## config.mk

```make
export PLATFORM = sky130hd
export DESIGN_NAME = tls_record_handshake_parser
export DESIGN_NICKNAME = d
export VERILOG_FILES = /design/src/sv/trhp_pkg.sv /design/src/sv/trhp_queue.sv /design/src/sv/trhp_parser.sv /design/src/sv/tls_record_handshake_parser.sv
export VERILOG_INCLUDE_DIRS = /design/src /design/src/sv
export SDC_FILE = /design/constraint.sdc
export NUM_CORES = 1
export LEC_CHECK = 0
export BUFFER_PORTS_ARGS = -buffer_cell sky130_fd_sc_hd__buf_2
export CELL_PAD_IN_SITES_DETAIL_PLACEMENT = 1
export CELL_PAD_IN_SITES_GLOBAL_PLACEMENT = 2
export CORE_UTILIZATION = 35
export CTS_CLUSTER_SIZE = 10
export DETAILED_ROUTE_END_ITERATION = 12
export PLACE_DENSITY_LB_ADDON = 0.1
export SYNTH_ARGS = -nofsm -noshare
export SYNTH_HDL_FRONTEND = slang
export SYNTH_SLANG_ARGS = --single-unit
```

## constraint.sdc

```tcl
create_clock -name aclk -period 3.2 [get_ports aclk]
set_input_delay 0.8 -clock aclk [delete_from_list [all_inputs] [get_ports aclk]]
set_output_delay 0.8 -clock aclk [all_outputs]
set_load 0.01 [all_outputs]
```

## src/sv/assert_macros.svh

```systemverilog
// ---------------------------------------------------------------------------
// Assertion macros
// Concurrent assertion wrappers shared by the parser RTL; empty for synthesis.
// ---------------------------------------------------------------------------
`ifndef ASSERT_MACROS_SVH
`define ASSERT_MACROS_SVH

`ifndef SYNTH

// Check a property on every clock edge outside reset
`define ASSERT_CLK(lbl, clk, rst_n, prop, msg) \
    lbl: assert property (@(posedge clk) disable iff (!rst_n) (prop)) else $error(msg);

// Check a property on every clock edge, reset included
`define ASSERT_ALWAYS(lbl, clk, prop, msg) \
    lbl: assert property (@(posedge clk) (prop)) else $error(msg);

`else

`define ASSERT_CLK(lbl, clk, rst_n, prop, msg)
`define ASSERT_ALWAYS(lbl, clk, prop, msg)

`endif

`endif

```

## src/sv/trhp_pkg.sv

```systemverilog
// ---------------------------------------------------------------------------
// TLS record parser package
// Phase codes, status codes, queue word and result word types, phase tables.
// ---------------------------------------------------------------------------
package trhp_pkg;

    // Parse phase; the value doubles as the field code of the next byte
    typedef enum logic [4:0] {
        PH_RECTYPE  = 5'd0,
        PH_RECVER   = 5'd1,
        PH_RECLEN   = 5'd2,
        PH_HSTYPE   = 5'd3,
        PH_HSLEN    = 5'd4,
        PH_HELLOVER = 5'd5,
        PH_RANDOM   = 5'd6,
        PH_SIDLEN   = 5'd7,
        PH_SID      = 5'd8,
        PH_CSLEN    = 5'd9,
        PH_CS       = 5'd10,
        PH_COMPLEN  = 5'd11,
        PH_COMP     = 5'd12,
        PH_EXTLEN   = 5'd13,
        PH_EXT      = 5'd14,
        PH_PMLEN    = 5'd15,
        PH_PM       = 5'd16,
        PH_SKIP     = 5'd17
    } phase_t;

    typedef enum logic [1:0] {
        ST_OK         = 2'd0,
        ST_CLOSED_MID = 2'd1,
        ST_REJECTED   = 2'd2,
        ST_OVERRUN    = 2'd3
    } status_t;

    localparam logic [7:0]  REC_HANDSHAKE      = 8'd22;
    localparam logic [7:0]  MSG_CLIENT_HELLO   = 8'd1;
    localparam logic [7:0]  MSG_SERVER_HELLO   = 8'd2;
    localparam logic [7:0]  MSG_CLIENT_KEY_EXC = 8'd16;
    localparam logic [15:0] RANDOM_BYTES       = 16'd32;

    // Word held in the queue between front and back
    typedef struct packed {
        logic [7:0] data_byte;
        logic       stream_closed;
    } in_item_t;

    // Result word
    typedef struct packed {
        phase_t      field_code;
        logic [23:0] field_value;
        logic        field_complete;
        logic        record_last;
        status_t     status;
    } result_t;

    // Bytes in the numeric field of a phase; zero for span and skip phases
    function automatic logic [1:0] field_width(input phase_t ph);
        logic [1:0] w;
        unique case (ph)
            PH_RECTYPE, PH_HSTYPE, PH_SIDLEN, PH_COMPLEN:         w = 2'd1;
            PH_RECVER, PH_RECLEN, PH_HELLOVER, PH_CSLEN,
            PH_EXTLEN, PH_PMLEN:                                  w = 2'd2;
            PH_HSLEN:                                             w = 2'd3;
            default:                                              w = 2'd0;
        endcase
        return w;
    endfunction

    // Phase that follows a finished span
    function automatic phase_t after_span(input phase_t ph);
        phase_t n;
        unique case (ph)
            PH_RANDOM: n = PH_SIDLEN;
            PH_SID:    n = PH_CSLEN;
            PH_CS:     n = PH_COMPLEN;
            PH_COMP:   n = PH_EXTLEN;
            default:   n = PH_SKIP;
        endcase
        return n;
    endfunction

endpackage

```

## src/sv/trhp_queue.sv

```systemverilog
// ---------------------------------------------------------------------------
// TLS record parser queue
// Two-word queue between the accepting front and the parsing back end.
// ---------------------------------------------------------------------------
module trhp_queue (
    input  logic              aclk,
    input  logic              aresetn,
    input  logic              push_valid,
    output logic              push_ready,
    input  trhp_pkg::in_item_t push_item,
    output logic              pop_valid,
    input  logic              pop_ready,
    output trhp_pkg::in_item_t pop_item
);
    import trhp_pkg::*;

    in_item_t   mem_reg [2];
    logic       wr_ptr_reg, wr_ptr_next;
    logic       rd_ptr_reg, rd_ptr_next;
    logic [1:0] count_reg, count_next;
    logic       do_push, do_pop;

    // Handshake on both sides
    assign push_ready = (count_reg != 2'd2);
    assign pop_valid  = (count_reg != 2'd0);
    assign pop_item   = mem_reg[rd_ptr_reg];
    assign do_push    = push_valid && push_ready;
    assign do_pop     = pop_valid && pop_ready;

    // Advance pointers and occupancy
    always_comb begin
        wr_ptr_next = do_push ? ~wr_ptr_reg : wr_ptr_reg;
        rd_ptr_next = do_pop ? ~rd_ptr_reg : rd_ptr_reg;
        count_next  = count_reg;
        if (do_push && !do_pop) begin
            count_next = count_reg + 2'd1;
        end else if (do_pop && !do_push) begin
            count_next = count_reg - 2'd1;
        end
    end

    always_ff @(posedge aclk) begin
        if (!aresetn) begin
            wr_ptr_reg <= 1'b0;
            rd_ptr_reg <= 1'b0;
            count_reg  <= 2'd0;
        end else begin
            wr_ptr_reg <= wr_ptr_next;
            rd_ptr_reg <= rd_ptr_next;
            count_reg  <= count_next;
        end
    end

    // Store the incoming word
    always_ff @(posedge aclk) begin
        if (do_push) begin
            mem_reg[wr_ptr_reg] <= push_item;
        end
    end

endmodule

```

## src/sv/trhp_parser.sv

```systemverilog
// ---------------------------------------------------------------------------
// TLS record parser back end
// Byte-wise record and handshake header state machine with result register.
// ---------------------------------------------------------------------------
`include "assert_macros.svh"

module trhp_parser (
    input  logic               aclk,
    input  logic               aresetn,
    input  logic               in_valid,
    output logic               in_ready,
    input  trhp_pkg::in_item_t in_item,
    output logic               res_valid,
    input  logic               res_ready,
    output trhp_pkg::result_t  res_word
);
    import trhp_pkg::*;

    phase_t      phase_reg, phase_next;
    logic [1:0]  count_reg, count_next;
    logic [23:0] acc_reg, acc_next;
    logic [15:0] rec_left_reg, rec_left_next;
    logic [15:0] span_left_reg, span_left_next;
    logic [7:0]  rec_kind_reg, rec_kind_next;
    logic [7:0]  msg_kind_reg, msg_kind_next;
    logic        out_valid_reg, out_valid_next;
    result_t     out_reg, out_next;

    logic        take;
    logic [1:0]  width;
    logic [1:0]  count_inc;
    logic [23:0] acc_shift;
    logic [15:0] rec_dec;
    logic [15:0] span_dec;
    logic        body;
    logic        gen;
    result_t     res;
    phase_t      nxt;

    // Take a word when the result register is free or being drained
    assign take      = in_valid && (!out_valid_reg || res_ready);
    assign in_ready  = !out_valid_reg || res_ready;
    assign res_valid = out_valid_reg;
    assign res_word  = out_reg;

    assign width     = field_width(phase_reg);
    assign count_inc = count_reg + 2'd1;
    assign acc_shift = {acc_reg[15:0], in_item.data_byte};
    assign rec_dec   = rec_left_reg - 16'd1;
    assign span_dec  = span_left_reg - 16'd1;
    assign body      = (phase_reg != PH_RECTYPE) && (phase_reg != PH_RECVER)
                    && (phase_reg != PH_RECLEN);

    // Next state and result of one byte
    always_comb begin
        phase_next     = phase_reg;
        count_next     = count_reg;
        acc_next       = acc_reg;
        rec_left_next  = rec_left_reg;
        span_left_next = span_left_reg;
        rec_kind_next  = rec_kind_reg;
        msg_kind_next  = msg_kind_reg;
        nxt            = phase_reg;
        gen            = 1'b1;
        res.field_code     = phase_reg;
        res.field_value    = {16'd0, in_item.data_byte};
        res.field_complete = 1'b0;
        res.record_last    = 1'b0;
        res.status         = ST_OK;

        if (in_item.stream_closed) begin
            // Drop all state; report only a close inside a record
            gen            = (phase_reg != PH_RECTYPE);
            nxt            = PH_RECTYPE;
            count_next     = 2'd0;
            acc_next       = 24'd0;
            rec_left_next  = 16'd0;
            span_left_next = 16'd0;
            rec_kind_next  = 8'd0;
            msg_kind_next  = 8'd0;
            res.field_code  = PH_SKIP;
            res.field_value = 24'd0;
            res.status      = ST_CLOSED_MID;
        end else begin
            if (width != 2'd0) begin
                // Gather a big-endian numeric field
                acc_next        = acc_shift;
                count_next      = count_inc;
                res.field_value = acc_shift;
                if (count_inc == width) begin
                    res.field_complete = 1'b1;
                    count_next         = 2'd0;
                    acc_next           = 24'd0;
                    unique case (phase_reg)
                        PH_RECTYPE: begin
                            rec_kind_next = acc_shift[7:0];
                            nxt           = PH_RECVER;
                        end
                        PH_RECVER: nxt = PH_RECLEN;
                        PH_RECLEN: begin
                            rec_left_next = acc_shift[15:0];
                            nxt = (rec_kind_reg == REC_HANDSHAKE) ? PH_HSTYPE : PH_SKIP;
                            if (acc_shift[15:0] == 16'd0) begin
                                res.record_last = 1'b1;
                                if (rec_kind_reg == REC_HANDSHAKE) begin
                                    res.status = ST_OVERRUN;
                                end
                                nxt = PH_RECTYPE;
                            end
                        end
                        PH_HSTYPE: begin
                            msg_kind_next = acc_shift[7:0];
                            nxt           = PH_HSLEN;
                        end
                        PH_HSLEN: begin
                            if (msg_kind_reg == MSG_CLIENT_HELLO) begin
                                nxt = PH_HELLOVER;
                            end else if (msg_kind_reg == MSG_CLIENT_KEY_EXC) begin
                                nxt = PH_PMLEN;
                            end else begin
                                if (msg_kind_reg == MSG_SERVER_HELLO) begin
                                    res.status = ST_REJECTED;
                                end
                                nxt = PH_SKIP;
                            end
                        end
                        PH_HELLOVER: begin
                            span_left_next = RANDOM_BYTES;
                            nxt            = PH_RANDOM;
                        end
                        PH_SIDLEN, PH_CSLEN, PH_COMPLEN, PH_EXTLEN, PH_PMLEN: begin
                            // Open the span that the length announces
                            span_left_next = acc_shift[15:0];
                            if (acc_shift[15:0] != 16'd0) begin
                                nxt = phase_t'(phase_reg + 5'd1);
                            end else begin
                                nxt = after_span(phase_t'(phase_reg + 5'd1));
                            end
                        end
                        default: nxt = PH_SKIP;
                    endcase
                end
            end else if (phase_reg != PH_SKIP) begin
                // Count down a span
                span_left_next = span_dec;
                if (span_dec == 16'd0) begin
                    nxt = after_span(phase_reg);
                end
            end

            // Count down the record body
            if (body) begin
                rec_left_next = rec_dec;
                if (rec_dec == 16'd0) begin
                    res.record_last = 1'b1;
                    if (nxt != PH_SKIP) begin
                        res.status = ST_OVERRUN;
                    end
                    nxt = PH_RECTYPE;
                end
            end

            if (nxt == PH_RECTYPE) begin
                count_next     = 2'd0;
                acc_next       = 24'd0;
                span_left_next = 16'd0;
            end
        end
        phase_next = nxt;

        // Load or drain the result register
        out_next       = out_reg;
        out_valid_next = out_valid_reg && !res_ready;
        if (take) begin
            out_valid_next = gen;
            out_next       = res;
        end
    end

    // State register
    always_ff @(posedge aclk) begin
        if (!aresetn) begin
            phase_reg     <= PH_RECTYPE;
            count_reg     <= 2'd0;
            acc_reg       <= 24'd0;
            rec_left_reg  <= 16'd0;
            span_left_reg <= 16'd0;
            rec_kind_reg  <= 8'd0;
            msg_kind_reg  <= 8'd0;
            out_valid_reg <= 1'b0;
        end else begin
            out_valid_reg <= out_valid_next;
            if (take) begin
                phase_reg     <= phase_next;
                count_reg     <= count_next;
                acc_reg       <= acc_next;
                rec_left_reg  <= rec_left_next;
                span_left_reg <= span_left_next;
                rec_kind_reg  <= rec_kind_next;
                msg_kind_reg  <= msg_kind_next;
            end
        end
    end

    // Result payload
    always_ff @(posedge aclk) begin
        out_reg <= out_next;
    end

    `ASSERT_CLK(a_hdr_clean, aclk, aresetn,
        (phase_reg == PH_RECTYPE) |-> (count_reg == 2'd0 && acc_reg == 24'd0
            && span_left_reg == 16'd0), "header start with stale field state")
    `ASSERT_CLK(a_close_rewinds, aclk, aresetn,
        (take && in_item.stream_closed) |=> (phase_reg == PH_RECTYPE),
        "close did not rewind parser")
    `ASSERT_CLK(a_span_nonzero, aclk, aresetn,
        (phase_reg == PH_RANDOM || phase_reg == PH_SID || phase_reg == PH_CS
            || phase_reg == PH_COMP || phase_reg == PH_EXT || phase_reg == PH_PM)
            |-> (span_left_reg != 16'd0), "span phase with no bytes left")
    `ASSERT_CLK(a_close_word, aclk, aresetn,
        (out_valid_reg && out_reg.status == ST_CLOSED_MID) |-> (out_reg.field_code == PH_SKIP
            && !out_reg.record_last && !out_reg.field_complete), "malformed close result")
    `ASSERT_ALWAYS(a_count_range, aclk, !aresetn || (count_reg != 2'd3),
        "field byte count out of range")

endmodule

```

## src/sv/tls_record_handshake_parser.sv

```systemverilog
// ---------------------------------------------------------------------------
// TLS record and handshake header parser
// Splits a received byte stream into tagged record and handshake fields.
// ---------------------------------------------------------------------------
// Channel  Ports            tdata (low bit up)                        tuser / tlast
// in       s_t*             data_byte[7:0]                            stream_closed
// out      m_t*             field_value[23:0], field_complete,        field_code[4:0]
//                           status[1:0], zero fill                    / record_last
//
// One byte per cycle sustained while m_tready is high; a byte is held in the two-word
// queue, then its result is held in the result register of the parser, where it is
// presented.
// A close at a record boundary yields no result.
// Reset is synchronous and clears all parser state at once; no clearing pass.
// The queue absorbs up to two words while the result side is stalled.
// ---------------------------------------------------------------------------
module tls_record_handshake_parser (
    input  logic        aclk,
    input  logic        aresetn,
    input  logic        s_tvalid,
    output logic        s_tready,
    input  logic [7:0]  s_tdata,   // data_byte[7:0]
    input  logic [0:0]  s_tuser,   // stream_closed
    output logic        m_tvalid,
    input  logic        m_tready,
    output logic [31:0] m_tdata,   // field_value[23:0], field_complete, status[1:0]
    output logic [4:0]  m_tuser,   // field_code[4:0]
    output logic        m_tlast    // record_last
);
    import trhp_pkg::*;

    in_item_t front_item;
    in_item_t back_item;
    logic     back_valid;
    logic     back_ready;
    result_t  res_word;

    // Classify the incoming word: carried byte or connection close
    always_comb begin
        front_item.stream_closed = s_tuser[0];
        front_item.data_byte     = s_tuser[0] ? 8'd0 : s_tdata;
    end

    trhp_queue u_queue (
        .aclk       (aclk),
        .aresetn    (aresetn),
        .push_valid (s_tvalid),
        .push_ready (s_tready),
        .push_item  (front_item),
        .pop_valid  (back_valid),
        .pop_ready  (back_ready),
        .pop_item   (back_item)
    );

    trhp_parser u_parser (
        .aclk      (aclk),
        .aresetn   (aresetn),
        .in_valid  (back_valid),
        .in_ready  (back_ready),
        .in_item   (back_item),
        .res_valid (m_tvalid),
        .res_ready (m_tready),
        .res_word  (res_word)
    );

    // Pack the result word
    assign m_tdata = {5'd0, res_word.status, res_word.field_complete, res_word.field_value};
    assign m_tuser = res_word.field_code;
    assign m_tlast = res_word.record_last;

endmodule

```

# == Word-level counts from Yosys, hierarchy flattened ==
# Memories as Yosys holds them, arrays and structs flattened. A register that Yosys moved wholly into a read port is not among the register bits.
# Index checks and enable logic that the tools add are counted.
# W data, S select, Z words.
# op_classes
add_sub_neg,6
n_eq_ne,30
muxes,68
bitwise,3
reduce_logical,38
# ops
operator,count
$mux W16,14
$mux W8,9
$mux W5,14
$eq A5 B4 Y1 const B,10
$logic_not A16 Y1,3
$pmux W5 S4,2
$pmux W5 S7,1
$pmux W16 S2,1
$sub A16 B1 Y16 const B,2
$eq A5 B3 Y1 const B,5
$mux W2,12
$eq A8 B5 Y1 const B,2
$reduce_and A4 Y1,4
$reduce_bool A16 Y1,1
$ne A5 B5 Y1 const B,3
$reduce_bool A2 Y1,7
$mux W3,4
$mux W4,3
$reduce_bool A3 Y1,4
$eq A5 B2 Y1 const B,2
$logic_not A5 Y1,2
$eq A8 B1 Y1 const B,1
$eq A8 B2 Y1 const B,1
$logic_and A1 B1 Y1,7
19 further kinds,31
# totals
ff_bits,109
mem_bits_rw,18
romBits,32
word_cells,164
n_memories,2
# memory_table
name,words,word_bits,read_ports,rd_clocked_by_memory_dff,wr,line_no,rtl
(no name shown),16,2,1,1,0,trhp_pkg.sv:60,unique case (ph)
u_queue.mem_reg,2,9,1,1,1,trhp_queue.sv:17,in_item_t mem_reg [2];

# == Longest topological paths before layout ==
# Gate-level depths: netlist (run 1).
# logic_depth
ltp_word,14
depth_mapped,17
ltp_nobuf,15

# == By module ==
# From an unflattened synthesis (run 1), not the netlist that was laid out.
# hier_totals
cells_unflattened,774
hier_area_um2,7350.8
# modules_own_cells
mod,instances,cells_per_inst,area_each_um2,seq_area_each_um2
trhp_parser,1,707,6378.6,2472.4
trhp_queue,1,53,880.8,640.6
tls_record_handshake_parser,1,14,91.3,0.0

# == Worst setup path before layout (run 1) ==
# Ideal clock, no wire load.
# synth_timing
path_kind,flip-flop to flip-flop
from,register u_parser.phase_reg[0]
to,register with a tool-made name
setup_time_ps,72
arrival_ps,3403
path_slack_ps,-274
path_stages_with_launch,15
path_buffers,1
cell_sequence,dfxtp_1 > inv_1 > ha_1 > or3_1 > a211o_1 > a311oi_1 > o2111ai_1 > and2_1 > buf_2 > nand2_1 > o22ai_1 > and2_1 > ha_1 > mux2_4 > mux2i_1
# synth_lines
element,line_no,rtl
"start, declared",trhp_parser.sv:19,"phase_t phase_reg, phase_next;"
"start signal, assigned",trhp_parser.sv:194,phase_reg <= phase_next;

# == Worst setup path after layout (run 1) ==
# layout_timing
from,register u_parser.span_left_reg[1]
to,register u_parser.count_reg[0]
# layout_between
elab_chain_len,12
word_cells_on_any_way,14
classes_between,add/sub: 1; mux: 9; reduce/logical: 4
# layout_rtl
element,line_no,rtl
"start, declared",trhp_parser.sv:23,"logic [15:0] span_left_reg, span_left_next;"
"start signal, assigned",trhp_parser.sv:198,span_left_reg <= span_left_next;
$sub A16 B1 Y16 (*),trhp_parser.sv:50,assign span_dec = span_left_reg - 16'd1;
$logic_not A16 Y1 (*),trhp_parser.sv:146,if (span_dec == 16'd0) begin
$mux W5 (*),trhp_parser.sv:146,
$mux W5 (*),trhp_parser.sv:143,end else if (phase_reg != PH_SKIP) begin
$mux W5 (*),trhp_parser.sv:85,if (width != 2'd0) begin
$mux W5 (*),trhp_parser.sv:71,if (in_item.stream_closed) begin
$mux W5,trhp_parser.sv:154,if (rec_dec == 16'd0) begin
$mux W5 (*),trhp_parser.sv:152,if (body) begin
$mux W5 (*),trhp_parser.sv:71,
$logic_not A5 Y1 (*),trhp_parser.sv:163,if (nxt == PH_RECTYPE) begin
$reduce_bool A3 Y1 (no line) or $mux W2 (tied branches),n/a,
$reduce_and A2 Y1 (no line) or $mux W2 (tied branches),n/a,
"end signal, assigned",trhp_parser.sv:195,count_reg <= count_next;
"end, declared",trhp_parser.sv:20,"logic [1:0] count_reg, count_next;"
# Every way passes the cells marked *; elsewhere a longest branch is shown, timed or not. The select of a mux whose other input is x is not followed.
# A chain may end at the register's enable or synchronous reset.

==> qor.csv, run 1 <==
metric,value,unit
ys.flop_type,dfxtp_1,
sequentialPowerShare,24.2,%
grt_use_total,25.1,%
htreeDepth,4,
p_total,10.3,mW
synth.area.top_cells,"dfxtp_1 21%, edfxtp_1 21%, nor2b_1 3.3%, nor2_1 3.1%, mux2i_1 2.9%",
pre_cts_ws,-0.168,ns
start_kind,flip-flop,
clk_pin_slew,0.06,ns
cts_buffers,17,
leakagePower,3.90,nW
largest_register_ff_count,33,
crit_fanout,8,
ctsHoldBuffers,0,
peakVddDrop,0.404,mV
placed_area,8820,sq um
yosysTopAreaCellShare,21.5,%
crit_type,reg2reg,
die_area,21600,sq um
power_frac_comb,56.6,%
clock_latency,0.43,ns
ys_seq_elements,130,
grt_pass1_vias,7350,
globalplace.congestion,0.903,
cts_tree,built,
ys_async_sr_fraction,0,%
routed_via_density,5.60,
synthToLayoutAreaGrowth,31.4,%
synth_seq_area_share,42.2,%
synthesis.instances,789,
met2_usage,43.3,%
place_inst,1191,
portBuffers,47,
ys_warn_count,0,
fin_hold_ws,0.467,ns
dr.pass1.iters,5,
worst_slack,-0.0702,ns
drive_above_1_share,31.5,%
max_freq,306,MHz
vias,6884,
core,20400,sq um
ys_types,88,
syn_area_per_cell,9.34,sq um
grt_busiest_layer,met2,
grt.overflow.total,0,
yosys.area.top_type,dfxtp_1,
clock-root-buffer,clkbuf_16,
io_pins,53,
cp.required,3.51,ns
wl_per_cell,21.6,um
wl,26600,um
clock_path_buffers,2,
fin_util,47.4,%
p_sw_share,42.5,%
dpl.hpwl,19700,um
nFillCells,2344,
fin_area,9690,sq um
worst_pin_slew,0.816,ns
arrival,3.58,ns
drc_errors,0,
finalSetupTns,-0.534,ns
drt_iter0_drc,422,
setup_viol,20,
fin_nets,973,
finalClockSkew,0.0102,ns
finalCriticalPeriod,3.27,ns
cap_violations,0,
hold_viol,0,
die_y,147,um
synth_edf_count,51,
ant_nets,0,
rows,52,
rsz0062_at_grt,yes,
grt_antenna_before_repair,0,
status,finished with violations,
floorplan.initialDensity,36.1,%
ys_top_cells_by_count,"79 x dfxtp_1, 61 x nor2_1, 53 x nand2_1",
power_density,1060,nW/um^2
final_cells,1230,
min_path_type,reg2reg,
report.final.slew_viol_count,0,
die_width,147,um
synth.most_common_cell,dfxtp_1,
fin_crit_sh,102,%
met3_usage,3.85,%
power_switching,4.35,mW
syn_area,7370,sq um
violations,negative setup slack,
relSlewSlack,45.4,%
power.internal,5.90,mW
clock_power_share,19.2,%
grt_pass1_wl,41700,um
num_antenna_cells,0,
use_met1,32.3,%
cp-end-kind,flip-flop,
cts.sinks,130,
grt_max_degree,34,
-- worst paths after layout --
check,from,end,slack [ns],cells after the start
worst max-delay path,u_parser.span_left_reg[1],u_parser.count_reg[0],-0.07,13
worst min-delay path,u_parser.acc_reg[15],u_parser.acc_reg[15],0.47,1
worst max register to register,u_parser.span_left_reg[1],u_parser.count_reg[0],-0.07,13
worst min register to register,u_parser.acc_reg[15],u_parser.acc_reg[15],0.47,1
-- per-layer routing --
layer / up-vias / part of all wire (%)
met5: - / 0
met4: 0 / 1.7
met3: 30 / 3.0
met2: 146 / 50
met1: 3462 / 46
li1: 3246 / -
-- worst max-delay path, stage by stage, from the launching register on --
cell	delay (ns)
dfxtp_1	0.31
inv_1	0.08
ha_2	0.21
or4b_4	0.49
nor4_4	0.20
xor2_2	0.26
nor4_4	0.07
buf_4	0.18
a311oi_1	0.23
a21o_1	0.19
buf_4	0.14
nand4b_4	0.17
a31o_4	0.35
mux2_4	0.28
-- logic make-up (layout without fill, tap and decap cells) --
| kind of cell | after synthesis | after routing | synth area share (%) |
|---|---|---|---|
| compound gates | 193 | 194 | 19.0 |
| xor+xnor | 24 | 24 | 2.85 |
| fa+ha+maj | 13 | 13 | 2.21 |
| buf+inv | 78 | 244 | 4.80 |
| flops | 130 | 130 | 42.2 |
| mux | 28 | 28 | 4.02 |
| other cells | 1 | 5 | 0.0509 |
| simple gates | 322 | 322 | 24.8 |
-- cell usage in the layout (no fill, tap or decap), drive strengths merged, types with 16 or more instances in the layout --
| cell | Yosys | final |
|---|---|---|
| nand2 | 54 | 54 |
| dfxtp | 79 | 79 |
| inv | 18 | 23 |
| buf | 24 | 194 |
| and2 | 16 | 16 |
| clkbuf | 36 | 18 |
| o21ai | 34 | 34 |
| nor3 | 34 | 34 |
| a21oi | 32 | 32 |
| nor2 | 61 | 61 |
| nor2b | 39 | 39 |
| mux2i | 21 | 21 |
| and3 | 26 | 26 |
| edfxtp | 51 | 51 |
-- power by group through the flow --
| stage | Combinational (mW) | Clock [mW] | Sequential, mW |
|---|---|---|---|
| 2_1_floorplan | 2.98 | 0 | 2.57 |
| 3_3_place_gp | 5.24 | 0 | 2.48 |
| 3_5_place_dp | 5.34 | 0 | 2.51 |
| 4_1_cts | 5.59 | 1.99 | 2.48 |
| 5_1_grt | 6.23 | 2.05 | 2.53 |
| 6_report | 5.80 | 1.96 | 2.48 |
-- cell type report --
cell class	instances	area [sq um]	share of cell area [%]
Multi-Input combinational cell	586	4180	43.1
Timing Repair Buffer	194	1400	14.5
Sequential cell	130	3120	32.2
Inverter	18	71.3	0.736
Clock buffer	18	429	4.43
Tap cell	270	338	3.49
Clock inverter	14	151	1.56
-- repair_timing --
item,in CTS,in global routing
buffers inserted,4,3
endpoints found under the setup margin,30,38
pin swaps,7,8
gates cloned,1,0
resized for setup,26,22
No activity file was read; power rests on OpenSTA's default activity.
==> run 2, diff against run 1 <==
Settings changed: CORE_UTILIZATION 35 to 39, SLEW_MARGIN set to 25.
Clock period 3.2 ns to 3.05 ns, I/O delays scaled along.
==> run 2 against run 1 <==
Compared with the run above:
- the run still ends with negative setup slack left
- combinational power grew 7.8%
- critical path depth shrank 1
- global-route usage grew 3.6 points
- clock power grew 9%
- sequential share of layout area shrank 0.65 points
- final area grew 2.3%
- first-iteration DRC count shrank 14%
- core utilization grew 6.8 points
- via count grew 2.3%
==> qor.csv, run 2 (synthesized netlist as in run 1, its figures left out) <==
metric,value,unit,change
register_area,3130,sq um,+0.28%
pre_cts_ws,-0.454,ns,-0.286 ns
violations,negative setup slack,,
crit_type,reg2reg,,
multi_input_area,4370,sq um,+4.5%
globalplace.congestion,0.893,,-1.1%
cp-end-kind,flip-flop,,
start_kind,flip-flop,,
synthToLayoutAreaGrowth,34.5,%,
die_area,19500,sq um,-10%
fin_nets,983,,+1.0%
fin_hold_ws,0.482,ns,+0.0148 ns
rows,49,,-5.8%
clock-root-buffer,clkbuf_16,,
largest_register_ff_count,33,,unchanged
max_freq,306,MHz,about the same
nFillCells,2086,,-11%
die_width,139,um,-5.2%
routed_via_density,5.87,,+4.9%
worst_slack,-0.219,ns,-0.149 ns
htreeDepth,4,,unchanged
layout_commonest_cell,buf_4,,
vias,7041,,+2.3%
reg2reg_slack,-0.22,ns,-0.15 ns
grt_use_total,28.7,%,+3.6 points
hold_viol,0,,unchanged
place_inst,1156,,-2.9%
wl_per_cell,23.0,um,+6.6%
hold_path_depth,1,,unchanged
ctsHoldBuffers,0,,unchanged
critPathSlowestCell,or4_4,,
final_cells,1199,,-2.5%
arrival,3.62,ns,+0.04 ns
worst_pin_slew,0.909,ns,+0.0927 ns
max_stage_delay,0.57,ns,+0.08 ns
fin_crit_sh,107,%,+5.0 points
grt_pass1_wl,42200,um,+1.2%
clock_path_buffers,2,,unchanged
cts_buffers,17,,unchanged
status,finished with violations,,
dpl.hpwl,19700,um,+0.13%
dr.pass1.iters,5,,unchanged
num_antenna_cells,0,,unchanged
mostFrequentLayoutCells,"149 x buf_4, 72 x dfxtp_1, 61 x nor2_1",,
wl,27600,um,+3.9%
rsz0062_at_grt,yes,,
cp_cell_sequence,or4_4 -> nor4_4 -> mux2_4 -> and2b_2 -> a311o_1 -> and3_4 -> o22ai_2 -> and2_4 -> inv_2 -> ha_4 -> mux2_4 -> mux2i_1,,
core,18300,sq um,-11%
ant_nets,0,,unchanged
clock_latency,0.44,ns,about the same
grt_pass1_vias,7264,,-1.2%
setup_viol,38,,+90%
finalCriticalPeriod,3.27,ns,-0.00140 ns
cap_violations,0,,unchanged
fin_area,9910,sq um,+2.3%
io_pins,53,,unchanged
grt.overflow.total,0,,unchanged
cp.required,3.40,ns,-0.11 ns
min_path_type,reg2reg,,
grt_antenna_before_repair,0,,unchanged
drive_above_1_share,35.5,%,+4.0 points
relSlewSlack,39.2,%,-6.2 points
reg2reg_depth,12,,-1
power_density,1110,nW/um^2,+4.5%
crit_top_cell,mux2_4,,
grt_max_degree,26,,-24%
die_y,139,um,-5.2%
crit_fanout,4,,-4
portBuffers,47,,unchanged
cts.sinks,130,,unchanged
peakVddDrop,0.541,mV,+34%
drc_errors,0,,unchanged
cts_tree,built,,
drt_iter0_drc,363,,-14%
placed_area,8810,sq um,-0.18%
report.final.slew_viol_count,0,,unchanged
floorplan.initialDensity,40.3,%,+4.3 points
finalClockSkew,0.0123,ns,+0.00210 ns
leakagePower,4.00,nW,+2.5%
clk_pin_slew,0.06,ns,about the same
## run 2: cell count changes in the layout (fill, tap and decap cells not counted), sizes merged
cell and delta:
buf +10, clkinvlp -1, inv +2, clkbuf -1
## run 2: cell type report
class / instances / share of cell area (%)
sequential: 130 / 31.5
clock buffer: 17 / 4.29
clock inverter: 15 / 1.73
timing repair buffer: 204 / 14.8
tap: 229 / 2.89
inverter: 18 / 0.682
multi-input combinational: 586 / 44.0
## run 2: timing repair
item / CTS / global route
cloned: 1 / 0
setup endpoints to repair: 39 / 40
gates resized for setup: 42 / 48
setup buffers: 4 / 6
pin swaps: 25 / 21
## run 2: metrics by stage
step	setup TNS (ns)	util [%]	total power, mW
floorplan	-1.83	-	5.84
CTS	-4.47	52.8	10.7
global placement	-7.82	48.2	8.00
global route	-7.95	54.3	11.5
finish	-5.11	54.3	11.0
detailed placement	-9.43	48.2	8.18
## run 2: report_power, final
part | internal (mW) | switching, mW
registers | 2.34 | 0.253
clock network | 1.23 | 0.904
logic | 2.70 | 3.55
## run 2: worst max-delay path, delay by kind of cell, from the launching register on
family | cells | cell delay, ns
AO/OA/AOI/OAI | 2 | 0.45
adder cells (fa/ha/maj) | 1 | 0.21
buffers and inverters | 1 | 0.05
flip-flops | 1 | 0.31
multiplexers | 3 | 0.75
AND/OR/NAND/NOR | 5 | 1.41
## run 2: worst paths after layout
kind | startpoint | end
max | u_parser.span_left_reg[7] | flip-flop
min | u_parser.acc_reg[12] | u_parser.acc_reg[12]
max reg2reg | u_parser.span_left_reg[7] | flip-flop
min reg2reg | u_parser.acc_reg[12] | u_parser.acc_reg[12]
## run 2: metal layers
layer  share of wire (%)  global-route usage (%)  vias to the layer above
met2                  48                    47.7                      180
met1                  46                    37.0                     3549
met3                 3.7                    5.40                       41
li1                    -                       -                     3271
met4                 2.3                    10.3                        0
met5                   0                       0                        -
